`config.mk`:
```
export PLATFORM = sky130hd
export DESIGN_NAME = neighbor_table_aging_top_flat
export DESIGN_NICKNAME = d
export VERILOG_FILES = /design/src/rtl/core/nta_pkg.sv /design/src/rtl/core/nta_in_if.sv /design/src/rtl/core/nta_out_if.sv /design/src/rtl/core/neighbor_table_aging_top.sv /design/src/rtl/core/nta_ram.sv /design/src/rtl/core/nta_ctrl.sv /design/src/rtl/core/nta_dp.sv /design/src/flat_wrapper.sv
export SDC_FILE = /design/constraint.sdc
export NUM_CORES = 2
export LEC_CHECK = 0
export ABC_CLOCK_PERIOD_IN_PS = 6700
export BUFFER_PORTS_ARGS = -buffer_cell sky130_fd_sc_hd__buf_2
export CAP_MARGIN = 20
export CORE_UTILIZATION = 60
export CTS_CLUSTER_DIAMETER = 150
export DETAILED_ROUTE_END_ITERATION = 7
export GPL_TIMING_DRIVEN = 0
export PLACE_DENSITY = 0.77
export SLEW_MARGIN = 20
export SYNTH_ARGS = -nofsm -noshare
export SYNTH_HDL_FRONTEND = slang
export SYNTH_SLANG_ARGS = --single-unit
```
`constraint.sdc`:
```
create_clock -name clk -period 6.7 [get_ports clk]
set_input_delay 1.005 -clock clk [delete_from_list [all_inputs] [get_ports clk]]
set_output_delay 1.005 -clock clk [all_outputs]
set_load 0.005 [all_outputs]
```
`src/rtl/core/nta_pkg.sv`:
```
`timescale 1ns / 1ps

package nta_pkg;

  localparam int TABLE_DEPTH_DEF = 16;

  localparam int IP_W      = 32;
  localparam int PORT_W    = 16;
  localparam int KEY_W     = IP_W + PORT_W;
  localparam int STAMP_W   = 32;
  localparam int ENTRY_W   = KEY_W + STAMP_W;
  localparam int ELAPSED_W = 16;
  localparam int LIVE_W    = 5;
  localparam int LIVE_MAX  = 31;

  localparam logic [STAMP_W-1:0] TIMEOUT_RESET = 32'd5000;

  // Command codes
  localparam logic CMD_PING = 1'b0;
  localparam logic CMD_TICK = 1'b1;

  // Controller -> datapath
  typedef struct packed {
    logic load;     // capture an accepted transaction
    logic scan_en;  // issue one table read and advance the index
    logic commit;   // apply the outcome and load the result register
  } ctrl_cmd_t;

  // Datapath -> controller
  typedef struct packed {
    logic scan_last;  // the read being issued is for the last entry
    logic out_free;   // result register can take a new result
  } dp_status_t;

endpackage

```
`src/rtl/core/nta_in_if.sv`:
```
`timescale 1ns / 1ps

interface nta_in_if;
  logic                           valid;
  logic                           ready;
  logic                           cmd;
  logic [nta_pkg::IP_W-1:0]       ip_address;
  logic [nta_pkg::PORT_W-1:0]     port_number;
  logic [nta_pkg::ELAPSED_W-1:0]  elapsed;

  modport source (output valid, cmd, ip_address, port_number, elapsed, input ready);
  modport sink   (input valid, cmd, ip_address, port_number, elapsed, output ready);
endinterface

```
`src/rtl/core/nta_out_if.sv`:
```
`timescale 1ns / 1ps

interface nta_out_if;
  logic                        valid;
  logic                        ready;
  logic                        changed;
  logic                        table_full;
  logic [nta_pkg::LIVE_W-1:0]  live_count;

  modport source (output valid, changed, table_full, live_count, input ready);
  modport sink   (input valid, changed, table_full, live_count, output ready);
endinterface

```
`src/rtl/core/neighbor_table_aging_top.sv`:
```
`timescale 1ns / 1ps

// Neighbour table with aging timeout. Keeps up to TABLE_DEPTH live neighbours,
// keyed by {IPv4 address, port}, each with a 32-bit last-seen stamp. A ping
// transaction (cmd 0) refreshes a known key or inserts an unknown one into
// the lowest free entry; when no entry is free it is dropped and table_full
// is set. A tick transaction (cmd 1) adds elapsed to the wrapping time
// counter and evicts every entry whose age exceeds the timeout (cfg port).
// Every transaction gives exactly one result with changed, table_full and the
// live count after it (saturating at 31). One transaction is handled at a
// time: the entry memory is swept one entry per cycle through its single
// registered read port, then a drain state compares the last read and a
// commit state applies the outcome. A result may sit in the output register
// while the next transaction is accepted; the commit waits only if that
// register is still full. Keys and stamps live in a RAM with no reset;
// valid bits sit in flops cleared by reset, so no clearing pass is needed.
// Write the timeout only while no transaction is in flight; the register
// itself takes a write on any cycle.

module neighbor_table_aging_top #(
  parameter int TABLE_DEPTH = nta_pkg::TABLE_DEPTH_DEF
) (
  input  logic                         clk,
  input  logic                         rst_n,
  nta_in_if.sink                       in_ch,
  nta_out_if.source                    out_ch,
  input  logic                         cfg_we,
  input  logic [nta_pkg::STAMP_W-1:0]  cfg_wdata
);

  nta_pkg::ctrl_cmd_t  cmd;
  nta_pkg::dp_status_t status;
  logic                in_ready;

  // Sequencer: idle / sweep / drain / commit
  nta_ctrl u_ctrl (
    .clk      (clk),
    .rst_n    (rst_n),
    .in_valid (in_ch.valid),
    .in_ready (in_ready),
    .status   (status),
    .cmd      (cmd)
  );

  assign in_ch.ready = in_ready;

  // Entry store, time counter, timeout register and result register
  nta_dp #(
    .TABLE_DEPTH (TABLE_DEPTH)
  ) u_dp (
    .clk            (clk),
    .rst_n          (rst_n),
    .cmd            (cmd),
    .status         (status),
    .in_cmd         (in_ch.cmd),
    .in_ip_address  (in_ch.ip_address),
    .in_port_number (in_ch.port_number),
    .in_elapsed     (in_ch.elapsed),
    .cfg_we         (cfg_we),
    .cfg_wdata      (cfg_wdata),
    .out_ready      (out_ch.ready),
    .out_valid      (out_ch.valid),
    .out_changed    (out_ch.changed),
    .out_table_full (out_ch.table_full),
    .out_live_count (out_ch.live_count)
  );

endmodule

```
`src/rtl/core/nta_ram.sv`:
```
`timescale 1ns / 1ps

module nta_ram #(
  parameter int WIDTH = 8,
  parameter int DEPTH = 16
) (
  input  logic                     clk,
  input  logic                     we,
  input  logic [$clog2(DEPTH)-1:0] waddr,
  input  logic [WIDTH-1:0]         wdata,
  input  logic                     re,
  input  logic [$clog2(DEPTH)-1:0] raddr,
  output logic [WIDTH-1:0]         rdata
);

  logic [WIDTH-1:0] mem [DEPTH];
  logic [WIDTH-1:0] rdata_r;

  always_ff @(posedge clk) begin
    if (we) begin
      mem[waddr] <= wdata;
    end
    if (re) begin
      rdata_r <= mem[raddr];
    end
  end

  assign rdata = rdata_r;

endmodule

```
`src/rtl/core/nta_ctrl.sv`:
```
`timescale 1ns / 1ps

module nta_ctrl (
  input  logic                   clk,
  input  logic                   rst_n,
  input  logic                   in_valid,
  output logic                   in_ready,
  input  nta_pkg::dp_status_t    status,
  output nta_pkg::ctrl_cmd_t     cmd
);

  localparam logic [1:0] ST_IDLE   = 2'd0;
  localparam logic [1:0] ST_SCAN   = 2'd1;
  localparam logic [1:0] ST_DRAIN  = 2'd2;
  localparam logic [1:0] ST_COMMIT = 2'd3;

  logic [1:0] state_r;
  logic [1:0] state_nxt;

  always_comb begin
    state_nxt   = state_r;
    cmd         = '0;
    in_ready    = 1'b0;
    case (state_r)
      ST_IDLE: begin
        in_ready = 1'b1;
        if (in_valid) begin
          cmd.load  = 1'b1;
          state_nxt = ST_SCAN;
        end
      end
      ST_SCAN: begin
        cmd.scan_en = 1'b1;
        if (status.scan_last) begin
          state_nxt = ST_DRAIN;
        end
      end
      ST_DRAIN: begin
        // last read comes back and is compared here
        state_nxt = ST_COMMIT;
      end
      ST_COMMIT: begin
        if (status.out_free) begin
          cmd.commit = 1'b1;
          state_nxt  = ST_IDLE;
        end
      end
      default: begin
        state_nxt = ST_IDLE;
      end
    endcase
  end

  always_ff @(posedge clk) begin
    if (!rst_n) begin
      state_r <= ST_IDLE;
    end else begin
      state_r <= state_nxt;
    end
  end

endmodule

```
`src/rtl/core/nta_dp.sv`:
```
`timescale 1ns / 1ps

module nta_dp #(
  parameter int TABLE_DEPTH = nta_pkg::TABLE_DEPTH_DEF
) (
  input  logic                              clk,
  input  logic                              rst_n,
  input  nta_pkg::ctrl_cmd_t                cmd,
  output nta_pkg::dp_status_t               status,
  input  logic                              in_cmd,
  input  logic [nta_pkg::IP_W-1:0]          in_ip_address,
  input  logic [nta_pkg::PORT_W-1:0]        in_port_number,
  input  logic [nta_pkg::ELAPSED_W-1:0]     in_elapsed,
  input  logic                              cfg_we,
  input  logic [nta_pkg::STAMP_W-1:0]       cfg_wdata,
  input  logic                              out_ready,
  output logic                              out_valid,
  output logic                              out_changed,
  output logic                              out_table_full,
  output logic [nta_pkg::LIVE_W-1:0]        out_live_count
);

  localparam int IDX_W = $clog2(TABLE_DEPTH);
  localparam int CNT_W = $clog2(TABLE_DEPTH + 1);
  localparam int SAT_W = (CNT_W > nta_pkg::LIVE_W) ? CNT_W : nta_pkg::LIVE_W;

  logic                           cmd_r;
  logic [nta_pkg::KEY_W-1:0]      key_r;
  logic [nta_pkg::STAMP_W-1:0]    time_r;
  logic [nta_pkg::STAMP_W-1:0]    timeout_r;
  logic [TABLE_DEPTH-1:0]         valid_r;
  logic [CNT_W-1:0]               cnt_r;

  logic [IDX_W-1:0]               scan_idx_r;
  logic                           cmp_vld_r;
  logic [IDX_W-1:0]               cmp_idx_r;

  logic                           hit_r;
  logic [IDX_W-1:0]               hit_idx_r;
  logic                           free_r;
  logic [IDX_W-1:0]               free_idx_r;
  logic                           evict_r;

  logic                           out_valid_r;
  logic                           out_changed_r;
  logic                           out_full_r;
  logic [nta_pkg::LIVE_W-1:0]     out_live_r;

  logic [nta_pkg::ENTRY_W-1:0]    rd_data;
  logic [nta_pkg::KEY_W-1:0]      rd_key;
  logic [nta_pkg::STAMP_W-1:0]    rd_stamp;
  logic [nta_pkg::STAMP_W-1:0]    age;
  logic                           cmp_valid;
  logic                           is_ping;
  logic                           ins;
  logic                           ram_we;
  logic [IDX_W-1:0]               ram_waddr;
  logic [CNT_W-1:0]               cnt_after;
  logic [SAT_W-1:0]               cnt_wide;
  logic [nta_pkg::LIVE_W-1:0]     live_sat;

  nta_ram #(
    .WIDTH (nta_pkg::ENTRY_W),
    .DEPTH (TABLE_DEPTH)
  ) u_entry_ram (
    .clk   (clk),
    .we    (ram_we),
    .waddr (ram_waddr),
    .wdata ({key_r, time_r}),
    .re    (cmd.scan_en),
    .raddr (scan_idx_r),
    .rdata (rd_data)
  );

  assign rd_key    = rd_data[nta_pkg::ENTRY_W-1:nta_pkg::STAMP_W];
  assign rd_stamp  = rd_data[nta_pkg::STAMP_W-1:0];
  assign age       = time_r - rd_stamp;
  assign cmp_valid = valid_r[cmp_idx_r];
  assign is_ping   = (cmd_r == nta_pkg::CMD_PING);
  assign ins       = is_ping && !hit_r && free_r;
  assign ram_we    = cmd.commit && is_ping && (hit_r || free_r);
  assign ram_waddr = hit_r ? hit_idx_r : free_idx_r;

  always_comb begin
    cnt_after = cnt_r + CNT_W'(ins);
    cnt_wide  = SAT_W'(cnt_after);
    if (cnt_wide > SAT_W'(nta_pkg::LIVE_MAX)) begin
      live_sat = nta_pkg::LIVE_W'(nta_pkg::LIVE_MAX);
    end else begin
      live_sat = cnt_wide[nta_pkg::LIVE_W-1:0];
    end
  end

  assign status.scan_last = (scan_idx_r == IDX_W'(TABLE_DEPTH - 1));
  assign status.out_free  = !out_valid_r || out_ready;

  // Control state
  always_ff @(posedge clk) begin
    if (!rst_n) begin
      time_r      <= '0;
      timeout_r   <= nta_pkg::TIMEOUT_RESET;
      valid_r     <= '0;
      cnt_r       <= '0;
      scan_idx_r  <= '0;
      cmp_vld_r   <= 1'b0;
      hit_r       <= 1'b0;
      free_r      <= 1'b0;
      evict_r     <= 1'b0;
      out_valid_r <= 1'b0;
    end else begin
      if (cfg_we) begin
        timeout_r <= cfg_wdata;
      end
      cmp_vld_r <= cmd.scan_en;
      if (cmd.load) begin
        scan_idx_r <= '0;
        hit_r      <= 1'b0;
        free_r     <= 1'b0;
        evict_r    <= 1'b0;
        if (in_cmd == nta_pkg::CMD_TICK) begin
          time_r <= time_r + nta_pkg::STAMP_W'(in_elapsed);
        end
      end else if (cmd.scan_en) begin
        scan_idx_r <= scan_idx_r + 1'b1;
      end
      if (cmp_vld_r) begin
        if (is_ping) begin
          if (cmp_valid && !hit_r && (rd_key == key_r)) begin
            hit_r <= 1'b1;
          end
          if (!cmp_valid && !free_r) begin
            free_r <= 1'b1;
          end
        end else if (cmp_valid && (age > timeout_r)) begin
          valid_r[cmp_idx_r] <= 1'b0;
          cnt_r              <= cnt_r - 1'b1;
          evict_r            <= 1'b1;
        end
      end
      if (cmd.commit) begin
        out_valid_r <= 1'b1;
        if (ins) begin
          valid_r[free_idx_r] <= 1'b1;
          cnt_r               <= cnt_after;
        end
      end else if (out_ready) begin
        out_valid_r <= 1'b0;
      end
    end
  end

  // Payload
  always_ff @(posedge clk) begin
    cmp_idx_r <= scan_idx_r;
    if (cmd.load) begin
      cmd_r <= in_cmd;
      key_r <= {in_ip_address, in_port_number};
    end
    if (cmp_vld_r && is_ping) begin
      if (cmp_valid && !hit_r && (rd_key == key_r)) begin
        hit_idx_r <= cmp_idx_r;
      end
      if (!cmp_valid && !free_r) begin
        free_idx_r <= cmp_idx_r;
      end
    end
    if (cmd.commit) begin
      out_changed_r <= is_ping ? ins : evict_r;
      out_full_r    <= is_ping && !hit_r && !free_r;
      out_live_r    <= live_sat;
    end
  end

  assign out_valid      = out_valid_r;
  assign out_changed    = out_changed_r;
  assign out_table_full = out_full_r;
  assign out_live_count = out_live_r;

endmodule

```
`src/flat_wrapper.sv`:
```
// flat-port wrapper written by rule: the top's interface ports become plain ports
module neighbor_table_aging_top_flat 
#(
  parameter int TABLE_DEPTH = nta_pkg::TABLE_DEPTH_DEF
)
  (clk, rst_n, cfg_we, cfg_wdata, in_ch_valid, in_ch_cmd, in_ch_ip_address, in_ch_port_number, in_ch_elapsed, in_ch_ready, out_ch_valid, out_ch_changed, out_ch_table_full, out_ch_live_count, out_ch_ready);
  nta_in_if in_ch_i ();
  nta_out_if out_ch_i ();
  input  logic clk;
  input  logic rst_n;
  input  logic cfg_we;
  input  logic [nta_pkg::STAMP_W-1:0] cfg_wdata;
  input wire logic [$bits(in_ch_i.valid)-1:0] in_ch_valid;
  input wire logic [$bits(in_ch_i.cmd)-1:0] in_ch_cmd;
  input wire logic [$bits(in_ch_i.ip_address)-1:0] in_ch_ip_address;
  input wire logic [$bits(in_ch_i.port_number)-1:0] in_ch_port_number;
  input wire logic [$bits(in_ch_i.elapsed)-1:0] in_ch_elapsed;
  output wire logic [$bits(in_ch_i.ready)-1:0] in_ch_ready;
  output wire logic [$bits(out_ch_i.valid)-1:0] out_ch_valid;
  output wire logic [$bits(out_ch_i.changed)-1:0] out_ch_changed;
  output wire logic [$bits(out_ch_i.table_full)-1:0] out_ch_table_full;
  output wire logic [$bits(out_ch_i.live_count)-1:0] out_ch_live_count;
  input wire logic [$bits(out_ch_i.ready)-1:0] out_ch_ready;
  assign in_ch_i.valid = in_ch_valid;
  assign in_ch_i.cmd = in_ch_cmd;
  assign in_ch_i.ip_address = in_ch_ip_address;
  assign in_ch_i.port_number = in_ch_port_number;
  assign in_ch_i.elapsed = in_ch_elapsed;
  assign in_ch_ready = in_ch_i.ready;
  assign out_ch_valid = out_ch_i.valid;
  assign out_ch_changed = out_ch_i.changed;
  assign out_ch_table_full = out_ch_i.table_full;
  assign out_ch_live_count = out_ch_i.live_count;
  assign out_ch_i.ready = out_ch_ready;
  neighbor_table_aging_top #(.TABLE_DEPTH(TABLE_DEPTH)) u_core (.clk(clk), .rst_n(rst_n), .in_ch(in_ch_i), .out_ch(out_ch_i), .cfg_we(cfg_we), .cfg_wdata(cfg_wdata));
endmodule
```
==> results.yml <==
worst_setup_path:
  rr_endpoint: "u_core.u_dp.valid_r[2]"
  startpoint_type: "register"
  r2r-start: "u_core.u_dp.time_r[0]"
  worstSetupPathType: "reg2reg"
  critPathLaunch: "u_core.u_dp.time_r[0]"
  path_max_fanout: 19
  critPathRequiredTime_ns: 7.29
  cp-end-kind: "register"
  crit_end: "u_core.u_dp.valid_r[2]"
  worstPathArrival_ns: 6.61
  r2r_setup_slack_ns: 0.68
  rr_worst_depth: 19
sta:
  max_freq_mhz: 166
  drv_slew: 0
  grt_setup_unrepaired: "no"
  relSlewSlack_pct: 22.4
  period_share_pct: 89.9
  timing.final.hold_violations: 0
  tightest_slew_ns: 1.16
  setup_viol: 0
  fin_skew_ns: 0.0480
  period_needed_ns: 6.02
global_routing:
  antenna_found_initial: 3
  grt-ovfl-total: 0
  grt_usage_pct: 30.6
  grt_pass1_wl_um: 221000
  grt_max_degree: 35
  grt_pass1_vias: 33000
power:
  total_power_mw: 23.3
  irDropWorstVdd_v: 0.000291
  p_leak_nw: 21.9
  power_density_nw_per_um2: 337
floorplan:
  fp.dieH_um: 319
  initial_core_util_pct: 60.9
  design.core.area_um2: 99000
  die_w_um: 319
  die_area_um2: 102000
  ios: 111
  num_rows: 115
drt:
  routed_wl_um: 153000
  drtIter0Drc: 4035
  routedWlPerCell_um: 32.6
  vias_per_cell: 6.80
  firstDrtPassIters: 5
  drc: 0
  vias: 31900
  ant_nets: 0
cts:
  clk_transition_reported_paths_ns: 0.07
  clk_path_buf_depth: 3
  insertion_delay_ns: 0.77
  cts-resized-gates: 0
  numClockSinks: 1524
  cts_root_buffer: "clkbuf_16"
  cts_tree: "yes"
  htree_levels: 4
  ctsHoldBuffers: 0
  post_cts_buffers: 0
  cts-buffers-inserted: 149
synth:
  ys.flop_type: "edfxtp_1"
  yosysWarnings: 0
  netlist_area_um2: 60300
  synth_area_per_cell_um2: 20.4
  syn_nets: 3141
  synth-seq-cells: 1524
  ys_seq_area_share_pct: 74.3
  async_flop_share_pct: 0
  syn_inst: 2950
  synth.distinct_cells: 63
  synth_edf_count: 1424
layout:
  drive_gt1_share_pct: 25.0
  area_growth_pct: 14.7
  nets: 3483
  final_util_pct: 69.8
  diodes: 0
  nFillCells: 5746
place:
  dpl.hpwl_um: 91600
  io_buffers: 109
  place.gp.congestion: 0.886
run_status:
  status: "finished, final reports clean"
min_path:
  hold_path_class: "reg2reg"
  holdPathStages: 0
flow_run:
  drv_cap: 0
## worst max-delay path: stages, from the launching register on
cell and delay [ns]:
dfxtp_1 0.57, inv_1 0.17, ha_1 0.19, inv_1 0.06, fa_1 0.39, a21oi_1 0.20
nor2_1 0.09, o31ai_1 0.43, a21boi_0 0.32, a211oi_1 0.40, and3b_1 0.27, a221oi_1 0.30
xnor2_1 0.12, ha_1 0.30, nand4_1 0.12, or4_1 0.67, a21oi_1 0.37, o21ai_4 0.16
nor3b_1 0.57, a21oi_1 0.14
## kinds of logic (layout without fill, tap and decap cells)
family / Yosys count / in the layout / share of synthesized area [%]
buffers and inverters: 212 / 671 / 1.37
muxes: 439 / 439 / 15.7
adders and majority gates: 89 / 89 / 1.87
AOI/OAI and AO/OA: 250 / 250 / 2.62
DFF: 1524 / 1524 / 74.3
xor gates and xnor gates: 94 / 94 / 1.37
and+or+nand+nor: 342 / 342 / 2.81
## cell usage after synthesis (6+ instances only)
| cell type | instances | area [um2] |
|---|---|---|
| buf_2 | 21 | 105 |
| nand3_1 | 32 | 160 |
| o21a_1 | 11 | 82.6 |
| a21oi_1 | 78 | 390 |
| mux4_2 | 405 | 9120 |
| o21bai_1 | 6 | 45.0 |
| a31oi_1 | 15 | 93.8 |
| or3_1 | 12 | 75.1 |
| and2_1 | 6 | 37.5 |
| clkbuf_1 | 76 | 285 |
| o21ai_0 | 54 | 270 |
| buf_1 | 23 | 86.3 |
| and3_1 | 18 | 113 |
| nor3_1 | 18 | 90.1 |
| ha_1 | 87 | 1090 |
| o211ai_1 | 14 | 105 |
| nor4_1 | 9 | 56.3 |
| nand4_1 | 30 | 188 |
| nor2_1 | 113 | 424 |
| nor2b_1 | 12 | 75.1 |
| edfxtp_1 | 1424 | 42800 |
| a21o_1 | 28 | 210 |
| nand2_1 | 57 | 214 |
| dfxtp_1 | 100 | 2000 |
| o31ai_1 | 6 | 45.0 |
| xnor2_1 | 55 | 482 |
| xor2_1 | 39 | 342 |
| mux2i_1 | 32 | 320 |
| a211oi_1 | 7 | 52.6 |
| nand2b_1 | 16 | 100 |
| inv_1 | 90 | 338 |
## state kept, by name, summed over array words and instances (netlist names), 2 cells and up
signal,cells
u_core.u_dp.valid_r,16
u_core.u_dp.cmp_idx_r,4
u_core.u_dp.cnt_r,5
u_core.u_dp.u_entry_ram.rdata,80
u_core.u_dp.timeout_r,32
u_core.u_dp.free_idx_r,4
u_core.u_dp.key_r,48
u_core.u_ctrl.state_r,2
u_core.u_dp.u_entry_ram.mem,1280
u_core.u_dp.hit_idx_r,4
u_core.u_dp.time_r,32
u_core.u_dp.out_live_count,5
u_core.u_dp.scan_idx_r,4
## power breakdown
part / internal (mW) / leakage (nW) / switching [mW] / total (mW)
Sequential: 11.1 / 13.4 / 0.540 / 11.7
Combinational: 1.63 / 6.21 / 2.00 / 3.63
Clock: 4.38 / 2.22 / 3.61 / 8.00
## layout by cell type (no fill, tap or decap), types with 54 or more instances in the layout
cell	synthesis	final
edfxtp_1	1424	1424
nor2_1	113	97
mux4_2	405	405
o21ai_0	54	54
clkbuf_16	0	153
a21oi_1	78	78
inv_1	90	89
dfxtp_1	100	100
ha_1	87	86
nand2_1	57	57
buf_2	21	130
clkbuf_1	76	110
xnor2_1	55	55
## per-layer routing
layer  routed length (um)  GRT usage (%)  vias up  part of all wire [%]
met5                    0              0        -                     0
met4                 5620           11.6        0                   3.7
met3                15200           5.93      359                   9.9
met2                76900           50.9     2201                    50
met1                55300           40.5    16500                    36
li1                     -              -    12800                     -
## through the flow
stage	cells	instance area, um2	TNS [ns]	hold slack (ns)	setup slack [ns]
after global placement	4346	62400	-4256.07	0.369	-3.70
after floorplan	2950	60300	0	0.329	1.28
final	4696	69100	0	0.402	0.678
after CTS	4696	69100	0	0.373	0.700
after global routing	4696	69100	0	0.390	0.442
after detailed placement	4428	64500	0	0.373	0.752
## how the worst min path moves through the flow
| stage | startpoint | endpoint | slack, ns |
|---|---|---|---|
| final | u_core.u_dp.scan_idx_r[0] | u_core.u_dp.cmp_idx_r[0] | 0.40 |
| after global placement | u_core.u_dp.scan_idx_r[0] | u_core.u_dp.cmp_idx_r[0] | 0.37 |
| after CTS | in_ch_ip_address[17] | u_core.u_dp.key_r[33] | 0.37 |
| after global routing | in_ch_ip_address[17] | u_core.u_dp.key_r[33] | 0.39 |
| after floorplan | u_core.u_dp.scan_idx_r[3] | u_core.u_dp.cmp_idx_r[3] | 0.33 |
| after detailed placement | u_core.u_dp.scan_idx_r[0] | u_core.u_dp.cmp_idx_r[0] | 0.37 |
## layout make-up
class | instances | area [um2] | area share, %
Timing Repair Buffer | 191 | 2500 | 3.61
Clock inverter | 72 | 579 | 0.838
Sequential cell | 1524 | 44800 | 64.8
Tap cell | 1287 | 1610 | 2.33
Buffer | 121 | 504 | 0.730
Inverter | 91 | 344 | 0.498
Clock buffer | 196 | 3990 | 5.77
Multi-Input combinational cell | 1214 | 14800 | 21.4
(Power assumes the default switching activity.)
